`src/rtl/mi3_pkg.sv`:
```
`timescale 1ns / 1ps
// -----------------------------------------------------------------------------
// mi3_pkg
// Shared types and pipeline depths for the 3x3 matrix inverse.
// -----------------------------------------------------------------------------
package mi3_pkg;

  localparam int ElemW  = 16;  // Q8.8 element
  localparam int ProdW  = 32;  // element product
  localparam int AdjW   = 33;  // adjugate entry, Q16.16
  localparam int TermW  = 49;  // element times adjugate entry
  localparam int DetW   = 51;  // determinant, Q24.24 with headroom
  localparam int QuoW   = 33;  // quotient bits kept below the overflow check
  localparam int ResW   = 32;  // Q16.16 result

  // lane latency: operand prep, one stage per quotient bit, saturation
  localparam int DivLat = QuoW + 2;
  // matrix front end: products, adjugate, det terms, det sum
  localparam int FrontLat = 4;
  localparam int TotLat   = FrontLat + DivLat;

  typedef logic signed [ElemW-1:0] elem_t;
  typedef logic signed [AdjW-1:0]  adj_t;
  typedef logic signed [DetW-1:0]  det_t;
  typedef logic signed [ResW-1:0]  res_t;

endpackage

```
`src/rtl/mi3_det.sv`:
```
`timescale 1ns / 1ps
// -----------------------------------------------------------------------------
// mi3_det
// Two stages: first-row expansion terms, then the determinant sum.
// The adjugate is delayed to stay aligned with the determinant.
// -----------------------------------------------------------------------------
module mi3_det
  import mi3_pkg::*;
(
  input  logic  clk,
  input  logic  en,
  input  adj_t  adj_i [9],
  input  elem_t row_i [3],
  output adj_t  adj_o [9],
  output det_t  det_o
);

  logic signed [TermW-1:0] t_r [3];
  adj_t adj1_r [9];
  adj_t adj2_r [9];
  det_t det_r;

  // multiply the first row by its cofactors
  always_ff @(posedge clk) begin
    if (en) begin
      t_r[0] <= TermW'(row_i[0]) * TermW'(adj_i[0]);
      t_r[1] <= TermW'(row_i[1]) * TermW'(adj_i[3]);
      t_r[2] <= TermW'(row_i[2]) * TermW'(adj_i[6]);
      adj1_r <= adj_i;
    end
  end

  // sum the terms
  always_ff @(posedge clk) begin
    if (en) begin
      det_r  <= DetW'(t_r[0]) + DetW'(t_r[1]) + DetW'(t_r[2]);
      adj2_r <= adj1_r;
    end
  end

  assign adj_o = adj2_r;
  assign det_o = det_r;

endmodule

```
`config.mk`:
```
export PLATFORM = sky130hd
export DESIGN_NAME = mi3_det
export DESIGN_NICKNAME = d
export VERILOG_FILES = /design/src/rtl/mi3_pkg.sv /design/src/rtl/mi3_det.sv
export SDC_FILE = /design/constraint.sdc
export NUM_CORES = 2
export LEC_CHECK = 0
export BUFFER_PORTS_ARGS = -buffer_cell sky130_fd_sc_hd__buf_2
export CORE_MARGIN = 3
export CORE_UTILIZATION = 62
export DETAILED_ROUTE_END_ITERATION = 6
export PLACE_DENSITY = 0.94
export SYNTH_ARGS = -nofsm -noshare
export SYNTH_HDL_FRONTEND = slang
export SYNTH_SLANG_ARGS = --single-unit
```
`constraint.sdc`:
```
create_clock -name clk -period 8.8 [get_ports clk]
set_clock_uncertainty 0.05 [all_clocks]
set_input_delay 0.88 -clock clk [delete_from_list [all_inputs] [get_ports clk]]
set_output_delay 0.88 -clock clk [all_outputs]
set_load 0.02 [all_outputs]
```
---- Yosys cells after proc, flatten, opt, wreduce, memory -nomap -nowiden ----
Memory sizes are Yosys's and may differ from the RTL's.
Cells that the tools add are included.
word-level totals
  register bits after elaboration ......... 645
  memory bits (writable) .................. 147
  input port bits ......................... 347
  output and inout port bits .............. 348
  logic and storage cells ................. 27
  memories ................................ 1
cells by class
  add/sub/neg operators ................... 2
  multiply operators ...................... 3
  multiplexer cells ....................... 2
memories
  name  depth  width  read ports  clocked after memory_dff  write ports  line           RTL
  t_r   3      49     3           0                         3            mi3_det.sv:18  logic signed [TermW-1:0] t_r [3];
operator list
  operator          number
  $mul A16 B33 Y49  3
  $add A50 B49 Y51  1
  $add A49 B49 Y50  1
  $mux W1           2

---- Logic depth before layout (Yosys ltp) ----
  depth in word-level cells ............... 2
  gate-level depth with buffers ........... 26

---- Worst setup path before layout ----
OpenSTA, ideal clock, no wires.
  path kind ............................... input port to flip-flop
  start ................................... input row_i[23] (netlist bit)
  end ..................................... memory t_r[1][45], in the netlist t_r[0][94], data pin
  library setup time ...................... 0.265 ns
  arrival ................................. 6.531 ns
  data required time ...................... 8.485 ns
  setup slack ............................. 1.953 ns
  cell stages on the path ................. 24
  path buffers ............................ 1
  path through ............................ clkbuf_1 > nand2_1 > fa_1 > inv_1 > fa_1 > inv_1 > fa_1 > inv_1 > fa_1 > fa_1 > inv_1 > fa_1 > inv_1 > ha_1 > a21oi_1 > o21ai_0 > a211o_1 > o21ai_2 > o31ai_1 > nand2_1 > o21ai_0 > a311oi_1 > o21ai_0 > xor2_1
RTL lines
  element      line           RTL
  from (decl)  mi3_det.sv:13  input elem_t row_i [3],
  to (decl)    mi3_det.sv:18

==> flow_summary.toml <==
[outcome]
status = "complete, no violations"

[setup_path]
cp-start-kind = "primary input"
max_stage_delay_ps = 670
crit_family = "adder cells"
crit_slowest_cell = "fa_1"
cp_data_arrival_time_ps = 8060
crit_fanout = 33
cp_common_cell = "fa_1"
required_ps = 9230
crit_type = "primary input to flop"
worstSetupEndpointType = "flop"
cp_cell_sequence = "buf_2 > nand2_1 > fa_1 > inv_1 > fa_1 > fa_1 > fa_1 > fa_1 > inv_1 > fa_1 > inv_1 > ha_1 > a21oi_1 > a21boi_0 > a311oi_1 > a21oi_1 > a211oi_2 > o41ai_2 > a31oi_1 > o221ai_1 > a21oi_1 > xnor2_1"
crit_buf_inv = 4

[route]
viasPerCell = 5.86
wl_per_cell_um = 23.1
drtIter0Drc = 5687
drc = 0
routed_wl_um = 226000
vias = 57351
antenna_left = 0
first_pass_iters = 6

[logic_synthesis]
synth_cells = 7428
ys_seq_elements = 792
synth-xor-area-share_pct = 2.20
yosysSeqAreaShare_pct = 29.0
synth_top_area_cell = "fa_1"
synth_top_area_share_pct = 37.9
synth_top_family_by_area = "adder cells"
synth_compound_area_share_pct = 4.39
synth_edf_count = 792
synthAdderAreaFrac_pct = 43.9
muxShareOfSynthArea_pct = 0.0122
synth-simple-area-share_pct = 11.3
syn_avg_cell_area_um2 = 11.0
synthFlopType = "edfxtp_1"
synth_nets = 9722
synthesis.area_um2 = 81900
synthDistinctLibCells = 68
ys_warn_count = 0
synth.area.top_cells = "fa_1 38%, edfxtp_1 29%, inv_1 7.9%"
synthArstFlopShare_pct = 0

[die]
die_width_um = 369
boundaryPins = 695
core_um2 = 130000
die_area_um2 = 137000
fp.dieH_um = 369
start_util_pct = 62.9
fp-row-count = 132

[clocking]
cts.sinks = 792
ctsResizeCount = 0
clk_pin_slew_ps = 70
cts_root_buffer = "clkbuf_16"
cts_buffers = 86
htreeDepth = 3
clk_path_buf_depth = 3
holdBufCountCts = 0
clock_latency_ps = 750
cts_tree = "yes"
cts_setup_buffers = 0

[worst_hold_path]
hp-class = "primary input to flop"

[sta]
post-route-period-util_pct = 86.7
slew_viol_final = 0
relSlewSlack_pct = 26.9
rsz0062_at_grt = "no"
min_period_ps = 7630
hold_viol = 0
fin_hold_ws_ps = 285
final.setup.tns_ps = 0
worstMarginPinSlew_ps = 1100
setup_viol = 0
fmax_mhz = 131

[global_routing]
grt_max_degree = 190
antenna_found_initial = 27
grt_pass1_wl_um = 353000
grt_usage_pct = 34.1
grt_pass1_vias = 63145
grt_overflow = 0

[place]
dp_hpwl_um = 170000
place.gp.congestion = 0.962
io_buffer_count = 694
place_inst = 9612

[layout]
seq_area_um2 = 23800
stdcell_count = 9783
syn2layout_area_growth_pct = 9.39
finish.net_count = 10252
fillerInstances = 8413
multiInputGateArea_um2 = 50600
drive_above_1_share_pct = 10.8

[flow_run]
maxCapViolCount = 0
==> state kept, by name, summed over array words and instances, names as in the netlist <==
| signal | count |
|---|---|
| adj1_r | 297 |
| adj_o | 297 |
| det_o | 51 |
| t_r | 147 |
==> cells in the mapped netlist, types with 4 or more instances <==
cell type  number
inv_1        1728
fa_1         1550
nand2_1       951
edfxtp_1      792
and2_1        634
ha_1          397
clkbuf_1      262
a21oi_1       191
nor2_1        154
xnor2_1       149
a21o_1        106
o21ai_0        89
xor2_1         57
nand3_1        41
nand2b_1       39
o21bai_1       32
nand4_1        29
nor2b_1        20
nor3_1         19
o21a_1         17
a31oi_1        16
and3_1         16
o211ai_1       15
a211oi_1       14
a21boi_0       11
o21ai_1        11
and4_1          7
o31ai_1         5
or2_2           5
or3_1           5
a211oi_2        4
a311oi_1        4
buf_1           4
==> through the flow <==
| stage | setup WS [ps] | utilization (%) | cell area [um^2] |
|---|---|---|---|
| floorplan | 1950 | - | 81900 |
| global placement | 1090 | 66.5 | 86700 |
| detailed placement | 996 | 66.5 | 86700 |
| CTS | 1660 | 68.7 | 89600 |
| global route | 993 | 68.7 | 89600 |
| finish | 1170 | 68.8 | 89600 |
==> cell families (layout without fill, tap and decap cells) <==
| group | count (synthesis) | after routing |
|---|---|---|
| other cells | 0 | 16 |
| compound gates | 560 | 560 |
| xor+xnor | 206 | 206 |
| buf+inv | 1996 | 2593 |
| flops | 792 | 792 |
| simple gates | 1926 | 1926 |
| mux | 1 | 1 |
| fa+ha+maj | 1947 | 1947 |
==> metal layers <==
metal,routed length [um],GRT usage [%],vias up
met5,154,0,-
met4,18600,21.9,24
met3,26700,10.0,1270
met2,109000,55.9,4099
met1,71900,39.3,28377
li1,-,-,23581
==> final timing paths <==
check,slack [ps],start,end,cells after the start
max,1170,row_i[39],t_r[0][47],22
min,290,adj_i[123],adj1_r[123],1
max reg2reg,3910,t_r[0][50],det_o[49],14
min reg2reg,350,adj1_r[193],adj_o[193],0
==> cells in the final DEF, fill, tap and decap left out, types with 7 or more instances in the layout <==
master / Yosys / final
xor2_1: 57 / 57
a31oi_1: 16 / 16
nor3_1: 19 / 19
o21ai_1: 11 / 11
fa_1: 1550 / 1550
buf_4: 0 / 14
and4_1: 7 / 7
inv_1: 1728 / 1728
diode_2: 0 / 16
a211oi_1: 14 / 14
clkinv_1: 0 / 12
nand4_1: 29 / 29
and3_1: 16 / 16
clkbuf_16: 0 / 87
xnor2_1: 149 / 149
clkinvlp_4: 0 / 7
o211ai_1: 15 / 15
nand2b_1: 39 / 39
buf_2: 0 / 693
bufinv_16: 0 / 7
nand2_1: 951 / 951
a21oi_1: 191 / 191
clkbuf_1: 262 / 15
o21ai_0: 89 / 89
o21a_1: 17 / 17
clkinv_2: 0 / 12
a21boi_0: 11 / 11
o21bai_1: 32 / 32
nor2b_1: 20 / 20
a21o_1: 106 / 106
ha_1: 397 / 397
edfxtp_1: 792 / 792
and2_1: 634 / 634
nor2_1: 154 / 154
nand3_1: 41 / 41
==> final cells by class <==
class                           count  share of cell area, %
Timing Repair Buffer              710                   4.05
Tap cell                         1742                   2.43
Multi-Input combinational cell   4640                   56.5
Antenna cell                       16                 0.0447
Clock inverter                     53                  0.691
Sequential cell                   792                   26.5
Clock buffer                      102                   2.49
Inverter                         1728                   7.24
Power is not shown: default switching activity piles up to over one toggle a cycle in this logic, so the estimate is an artifact.
